[src/sv/pfd_pkg.sv]
// Shared types, constants and helper functions of the PWM timer set-up block.
package pfd_pkg;

	localparam int NUM_PRESCALERS = 5;
	localparam int NUM_CH_MAX = 3;
	localparam int DUTY_SHIFT = 8;
	localparam int MIN_TOP_EXCL = 3;
	localparam int FREQ_BITS = 24;
	localparam int DIVISOR_BITS = FREQ_BITS + 1;

	localparam logic FUNC_SET_FREQ = 1'b0;
	localparam logic FUNC_SET_DUTY = 1'b1;

	localparam logic [2:0] LAST_PRESCALE = 3'(NUM_PRESCALERS - 1);

	typedef struct packed {
		logic        func;
		logic [23:0] frequency;
		logic [1:0]  channel;
		logic [7:0]  duty;
	} cmd_t;

	typedef struct packed {
		logic        ok;
		logic [15:0] period_top;
		logic [2:0]  clock_select;
		logic [15:0] compare_a;
		logic [15:0] compare_b;
		logic [15:0] compare_c;
		logic [2:0]  output_enables;
	} result_t;

	typedef enum logic [2:0] {
		ST_IDLE,
		ST_DIV,
		ST_SEARCH,
		ST_MUL,
		ST_DONE
	} state_t;

	// Prescalers 1, 8, 64, 256 and 1024 as right shifts of the base quotient.
	function automatic logic [3:0] prescale_shift(input logic [2:0] idx);
		logic [3:0] sh;
		case (idx)
			3'd0: sh = 4'd0;
			3'd1: sh = 4'd3;
			3'd2: sh = 4'd6;
			3'd3: sh = 4'd8;
			3'd4: sh = 4'd10;
			default: sh = 4'd0;
		endcase
		return sh;
	endfunction

endpackage

[src/sv/pfd_div.sv]
// Restoring shift-subtract divider that produces one quotient bit per cycle.
module pfd_div import pfd_pkg::*; #(
	parameter int DW = 24
) (
	input  logic                    clk,
	input  logic                    arst_n,
	input  logic                    start,
	input  logic [DW-1:0]           dividend,
	input  logic [DIVISOR_BITS-1:0] divisor,
	output logic                    done,
	output logic [DW-1:0]           quotient
);

	localparam int CW = $clog2(DW + 1);
	localparam logic [CW-1:0] LAST_STEP = CW'(DW - 1);

	logic                    running_q;
	logic                    done_q;
	logic [CW-1:0]           cnt_q;
	logic [DIVISOR_BITS-1:0] rem_q;
	logic [DIVISOR_BITS-1:0] divisor_q;
	logic [DW-1:0]           quo_q;
	logic [DIVISOR_BITS:0]   trial;
	logic [DIVISOR_BITS:0]   diff;

	assign trial = {rem_q, quo_q[DW-1]};
	assign diff = trial - {1'b0, divisor_q};

	always_ff @(posedge clk or negedge arst_n) begin
		if (!arst_n) begin
			running_q <= 1'b0;
			done_q <= 1'b0;
			cnt_q <= '0;
		end else begin
			done_q <= 1'b0;
			if (start) begin
				running_q <= 1'b1;
				cnt_q <= '0;
			end else if (running_q) begin
				cnt_q <= cnt_q + 1'b1;
				if (cnt_q == LAST_STEP) begin
					running_q <= 1'b0;
					done_q <= 1'b1;
				end
			end
		end
	end

	always_ff @(posedge clk) begin
		if (start) begin
			rem_q <= '0;
			quo_q <= dividend;
			divisor_q <= divisor;
		end else if (running_q) begin
			if (!diff[DIVISOR_BITS]) begin
				rem_q <= diff[DIVISOR_BITS-1:0];
				quo_q <= {quo_q[DW-2:0], 1'b1};
			end else begin
				rem_q <= trial[DIVISOR_BITS-1:0];
				quo_q <= {quo_q[DW-2:0], 1'b0};
			end
		end
	end

	assign done = done_q;
	assign quotient = quo_q;

endmodule

[src/sv/pwm_frequency_and_duty_setup.sv]
// Top level of the PWM timer set-up block: sequencer, timer settings and channel compares.

// Each item is taken when start is high and busy is low, and its result is shown for one
// cycle with done high; the result must be captured then, as it cannot be held off.
// A set-frequency item runs from the accepting cycle through the divider, which gives one
// quotient bit per cycle and then hands the quotient over; the search tries the prescalers in
// turn, the shared multiplier works out the channel compares one by one, and then comes the
// result cycle. A set-duty item passes through the multiplier for its one channel and then
// the result cycle, and a rejected request with zero frequency or a bad channel goes directly
// to the result cycle. busy stays high from the cycle after acceptance through the result
// cycle.
module pwm_frequency_and_duty_setup import pfd_pkg::*; #(
	parameter int CLOCK_HZ = 16000000,
	parameter int COUNTER_BITS = 16,
	parameter int CHANNELS = 3
) (
	input  logic    clk,
	input  logic    arst_n,
	input  logic    start,
	input  cmd_t    cmd,
	output logic    busy,
	output logic    done,
	output result_t result
);

	localparam int DW = $clog2(CLOCK_HZ + 1);
	localparam logic [DW-1:0] CLOCK_VAL = DW'(CLOCK_HZ);
	localparam logic [DW-1:0] TOP_MAX = DW'((1 << COUNTER_BITS) - 1);
	localparam logic [DW-1:0] TOP_MIN = DW'(MIN_TOP_EXCL);
	localparam logic [1:0] LAST_CH = 2'(CHANNELS - 1);
	localparam logic [1:0] CH_LIMIT = 2'(CHANNELS);

	state_t      state_q;
	state_t      state_d;
	logic        accept;
	logic        ch_valid;
	logic        div_start;
	logic        div_done;
	logic [DW-1:0] div_quo;
	logic [DW-1:0] cand;
	logic        fits;
	logic        take;
	logic [23:0] prod;

	logic [2:0]  psel_q;
	logic [1:0]  ch_q;
	logic [1:0]  last_q;
	logic        ok_q;
	logic [15:0] top_q;
	logic [2:0]  code_q;
	logic [7:0]  duty_q [NUM_CH_MAX];
	logic [15:0] cmp_q [NUM_CH_MAX];
	logic [2:0]  en_q;

	assign accept = start && !busy;
	assign ch_valid = cmd.channel < CH_LIMIT;
	assign cand = div_quo >> prescale_shift(psel_q);
	assign fits = (cand > TOP_MIN) && (cand <= TOP_MAX);
	assign take = fits && (cand < TOP_MAX);
	assign prod = top_q * duty_q[ch_q];

	pfd_div #(
		.DW(DW)
	) u_div (
		.clk      (clk),
		.arst_n   (arst_n),
		.start    (div_start),
		.dividend (CLOCK_VAL),
		.divisor  ({cmd.frequency, 1'b0}),
		.done     (div_done),
		.quotient (div_quo)
	);

	always_ff @(posedge clk or negedge arst_n) begin
		if (!arst_n) begin
			state_q <= ST_IDLE;
		end else begin
			state_q <= state_d;
		end
	end

	always_comb begin
		state_d = state_q;
		div_start = 1'b0;
		busy = 1'b1;
		done = 1'b0;
		case (state_q)
			ST_IDLE: begin
				busy = 1'b0;
				if (start) begin
					if (cmd.func == FUNC_SET_FREQ) begin
						if (cmd.frequency == '0) begin
							state_d = ST_DONE;
						end else begin
							div_start = 1'b1;
							state_d = ST_DIV;
						end
					end else if (ch_valid) begin
						state_d = ST_MUL;
					end else begin
						state_d = ST_DONE;
					end
				end
			end
			ST_DIV: begin
				if (div_done) begin
					state_d = ST_SEARCH;
				end
			end
			ST_SEARCH: begin
				if (take) begin
					state_d = ST_MUL;
				end else if (fits || psel_q == LAST_PRESCALE) begin
					state_d = ST_DONE;
				end
			end
			ST_MUL: begin
				if (ch_q == last_q) begin
					state_d = ST_DONE;
				end
			end
			ST_DONE: begin
				done = 1'b1;
				state_d = ST_IDLE;
			end
			default: begin
				state_d = ST_IDLE;
			end
		endcase
	end

	always_ff @(posedge clk or negedge arst_n) begin
		if (!arst_n) begin
			psel_q <= '0;
			ch_q <= '0;
			last_q <= '0;
			ok_q <= 1'b0;
			top_q <= '0;
			code_q <= '0;
			en_q <= '0;
			for (int i = 0; i < NUM_CH_MAX; i++) begin
				duty_q[i] <= '0;
				cmp_q[i] <= '0;
			end
		end else begin
			case (state_q)
				ST_IDLE: begin
					if (accept) begin
						ok_q <= 1'b0;
						psel_q <= '0;
						if (cmd.func == FUNC_SET_DUTY) begin
							ch_q <= cmd.channel;
							last_q <= cmd.channel;
							if (ch_valid) begin
								duty_q[cmd.channel] <= cmd.duty;
								ok_q <= 1'b1;
							end
						end else begin
							ch_q <= '0;
							last_q <= LAST_CH;
						end
					end
				end
				ST_SEARCH: begin
					if (take) begin
						top_q <= cand[15:0];
						code_q <= psel_q + 3'd1;
						ok_q <= 1'b1;
					end else if (!fits) begin
						psel_q <= psel_q + 3'd1;
					end
				end
				ST_MUL: begin
					cmp_q[ch_q] <= prod[23:DUTY_SHIFT];
					en_q[ch_q] <= 1'b1;
					ch_q <= ch_q + 2'd1;
				end
				default: begin
				end
			endcase
		end
	end

	always_comb begin
		result.ok = ok_q;
		result.period_top = top_q;
		result.clock_select = code_q;
		result.compare_a = cmp_q[0];
		result.compare_b = cmp_q[1];
		result.compare_c = cmp_q[2];
		result.output_enables = en_q;
	end

`ifndef ASSERT_OFF
	a_done_busy: assert property (@(posedge clk) disable iff (!arst_n) done |-> busy)
		else $error("result shown while the block reports idle");
	a_accept_busy: assert property (@(posedge clk) disable iff (!arst_n)
		(start && !busy) |=> busy)
		else $error("accepted item did not make the block busy");
	a_code_range: assert property (@(posedge clk) disable iff (!arst_n)
		done |-> (result.clock_select <= 3'(NUM_PRESCALERS)))
		else $error("clock select code out of range");
	a_mul_channel: assert property (@(posedge clk) disable iff (!arst_n)
		(state_q == ST_MUL) |-> (ch_q <= last_q))
		else $error("channel sweep ran past its last channel");
`endif

endmodule

[config.mk]
export PLATFORM = sky130hd
export DESIGN_NAME = pwm_frequency_and_duty_setup
export DESIGN_NICKNAME = d
export VERILOG_FILES = /design/src/sv/pfd_pkg.sv /design/src/sv/pfd_div.sv /design/src/sv/pwm_frequency_and_duty_setup.sv
export SDC_FILE = /design/constraint.sdc
export NUM_CORES = 1
export LEC_CHECK = 0
export CAP_MARGIN = 20
export CORE_AREA = 2 2 125 188
export CTS_CLUSTER_SIZE = 24
export DETAILED_ROUTE_END_ITERATION = 7
export DIE_AREA = 0 0 127 190
export DONT_BUFFER_PORTS = 1
export PLACE_DENSITY = 0.85
export SLEW_MARGIN = 20
export SYNTH_ARGS = -nofsm -noshare
export SYNTH_HDL_FRONTEND = slang
export SYNTH_HIERARCHICAL = 1
export SYNTH_SLANG_ARGS = --single-unit
[constraint.sdc]
create_clock -name clk -period 7.7 [get_ports clk]
set_clock_uncertainty 0.15 [all_clocks]
set_input_delay 1.155 -clock clk [delete_from_list [all_inputs] [get_ports clk]]
set_output_delay 1.155 -clock clk [all_outputs]
set_load 0.02 [all_outputs]
==> results.json <==
{
  "die_h_microns": 190,
  "grt_setup_unrepaired": "no",
  "nNetsFinal": 1675,
  "pin_count_of_the_biggest_net_entering_global_routing": 113,
  "viasPerCell": 6.20,
  "max_slew_violation_count": 0,
  "transition_time_at_the_pin_with_the_least_slew_margin_ns": 1.03,
  "ctsRootBufferMaster": "clkbuf_16",
  "postSynthCellCount": 1485,
  "postRouteWirelength_microns": 32900,
  "htreeDepth": 4,
  "reg2reg_slack_ns": 1.40,
  "die_area_sq_um": 24100,
  "crit-reg2reg-launch": "ch_q[1]",
  "ys.flop_type": "dfrtp_1",
  "die-width_microns": 127,
  "timing.rr.end": "result[34]",
  "hold_viol": 0,
  "post_cts_resized": 0,
  "synthesis.yosys.warnings": 6,
  "grtUsageTotal": 0.281,
  "most_frequent_standard_cell_in_the_layout_excluding_fill_and_tap_cells": "nand2_1",
  "drive_above_1_share": 0.110,
  "totalNegativeSetupSlack_ns": 0,
  "clock_tree.buffer_depth": 2,
  "initial_utilization": 0.635,
  "synthArstFlopShare": 0.602,
  "netlist.area_leader.share": 0.195,
  "wl_per_cell_microns": 18.5,
  "critical_path_arrival_ns": 6.43,
  "synth.lib_cells_used.distinct": 83,
  "yosys_register_bits": 186,
  "filler_cell_count": 1693,
  "fmaxAchievable_ghz": 0.159,
  "numClockSinks": 186,
  "grt_first_pass_wirelength_microns": 54800,
  "critPathLaunchType": "flip-flop",
  "finalCriticalPeriod_ns": 6.30,
  "io_buffers": 0,
  "crit_fanout": 16,
  "synth_area_leaders": "dfrtp_1 (19%), fa_1 (12%), edfxtp_1 (10%)",
  "placement_rows": 68,
  "cts_hold_repair.buffers": 0,
  "gpl.final_weighted_congestion": 0.975,
  "core-area_sq_um": 22600,
  "timing.hold.worst.class": "in2async",
  "source_to_sink_clock_delay_at_the_later_pin_of_the_worst_skew_pair_ns": 0.45,
  "first_global_vias": 11400,
  "clk_pin_slew_worst_paths_ns": 0.08,
  "drtAntennaViolNets": 0,
  "final-setup-viol-count": 0,
  "run_status": "completed",
  "antenna-diode-count": 0,
  "1st_pass_router_iterations": 6,
  "area_delta_synth_final_pct": 5.70,
  "worst_slew_margin_rel": 0.311,
  "max_cap_viol_count": 0,
  "worst-endpoint-required_ns": 7.83,
  "initialDrtViolationCount": 856,
  "fin_crit_sh": 0.818,
  "place.detailed.hpwl_microns": 24900,
  "timing_worst_setup_path_type": "reg2reg",
  "drc": 0,
  "synth_top_area_cell": "dfrtp_1",
  "fraction_of_the_yosys_area_taken_by_sequential_cells": 0.332,
  "cts_buffers": 17,
  "grt_overflow": 0,
  "io-pin-count": 111,
  "tritoncts_clock_tree": "built",
  "crit_path_end_kind": "flip-flop",
  "antenna_found_initial": 0,
  "r2r_cells": 19,
  "leading_cell_types_in_the_layout_fill_and_taps_excluded": "nand2_1 (149), inv_1 (136), and2_1 (115), dfrtp_1 (112), o21ai_0 (97)",
  "num_vias": 11000,
  "postCtsSetupRepairBufs": 0,
  "synth.cell_area_sq_um": 14400,
  "mean_cell_area_of_the_mapped_netlist_sq_um": 9.68,
  "synth_edf_count": 49
}
-- cell families after synthesis --
kind of cell	Yosys count	share of synthesized area
AOI/OAI and AO/OA	286	0.133
xor gates and xnor gates	39	0.0238
adders and majority gates	158	0.181
buffers and inverters	199	0.0575
DFF	186	0.332
muxes	128	0.0989
other	2	0.000522
and+or+nand+nor	487	0.173
-- through the flow --
| stage | hold WS [ns] | setup slack (ns) | utilization | std cells | instance area, sq um |
|---|---|---|---|---|---|
| CTS | 0.233 | 1.40 | 0.671 | 1772 | 15200 |
| detailed placement | 0.341 | 1.43 | 0.646 | 1740 | 14600 |
| finish | 0.243 | 1.40 | 0.672 | 1772 | 15200 |
| global route | 0.228 | 0.946 | 0.672 | 1772 | 15200 |
| floorplan | 0.308 | 1.88 | - | 1508 | 14500 |
| global placement | 0.331 | 1.66 | 0.646 | 1740 | 14600 |
-- layer usage --
| metal | global-route usage | vias up | share of wire |
|---|---|---|---|
| li1 | - | 5128 | - |
| met1 | 0.304 | 5344 | 0.36 |
| met2 | 0.522 | 401 | 0.54 |
| met3 | 0.0529 | 119 | 0.055 |
| met4 | 0.134 | 0 | 0.042 |
| met5 | 0 | - | 0 |
-- cells in the mapped netlist (4+ instances only) --
library cell and n:
ha_1 74, dfxtp_1 25, mux2i_1 36, nand3b_1 5, buf_2 12, a22oi_1 10
o21bai_1 6, fa_1 84, clkbuf_1 38, nor2_1 82, mux2_2 89, nand3_1 21
a21o_1 16, a311oi_1 7, dfrtp_1 112, or3_1 8, nor3b_1 5, buf_6 5
nor3_1 19, nand4_1 8, nor4_1 10, xor2_1 16, a222oi_1 7, a211oi_1 23
edfxtp_1 49, or2_2 5, and3_1 13, nand2b_1 13, o21a_1 8, o21ai_0 97
nor2b_1 13, o31ai_1 7, nand2_1 149, and2_1 115, xnor2_1 23, a31oi_1 11
a21oi_1 42, o211ai_1 7, buf_1 4, inv_1 136
-- critical path, cell delays in order, from the launching register on --
cell      delay (ns)
dfrtp_1         0.74
nor2_1          0.23
nand2_1         0.11
o21ai_0         0.09
buf_4           0.22
and2_1          0.19
fa_1            0.46
fa_1            0.56
inv_1           0.06
fa_1            0.48
fa_1            0.56
inv_1           0.04
ha_1            0.19
or3_1           0.34
a41o_1          0.24
a21oi_1         0.37
o211ai_1        0.33
and3_1          0.24
a311oi_1        0.34
o21ai_0         0.16
-- state kept, by name, indices dropped and copies added (netlist names) --
name	flops
duty_q	24
u_div/done	1
last_q	2
ch_q	2
ok_q	1
result	48
u_div/quotient	24
en_q	3
state_q	3
psel_q	3
u_div/divisor_q	25
u_div/cnt_q	5
code_q	3
u_div/running_q	1
u_div/rem_q	25
top_q	16
-- final cells by class --
| type | instances | area [sq um] | area share |
|---|---|---|---|
| sequential | 186 | 4770 | 0.314 |
| multi-input combinational | 1123 | 8880 | 0.584 |
| tap | 280 | 350 | 0.0230 |
| clock buffer | 18 | 439 | 0.0289 |
| inverter | 136 | 510 | 0.0336 |
| clock inverter | 14 | 130 | 0.00856 |
| timing repair buffer | 15 | 113 | 0.00741 |
-- how the worst max path moves through the flow --
| stage | from | to | slack, ns | depth (start not counted) |
|---|---|---|---|---|
| 2_1_floorplan | ch_q[1] | result[18] | 1.88 | 20 |
| 4_1_cts | ch_q[0] | result[34] | 1.40 | 21 |
| 3_5_place_dp | ch_q[0] | result[34] | 1.43 | 21 |
| 6_report | ch_q[1] | result[34] | 1.40 | 19 |
| 3_3_place_gp | ch_q[0] | result[18] | 1.66 | 21 |
| 5_1_grt | ch_q[0] | result[50] | 0.95 | 20 |
Power is left out: the tool's default activity adds up to more than one toggle a clock period on the data nets, which glitch-free logic cannot reach.
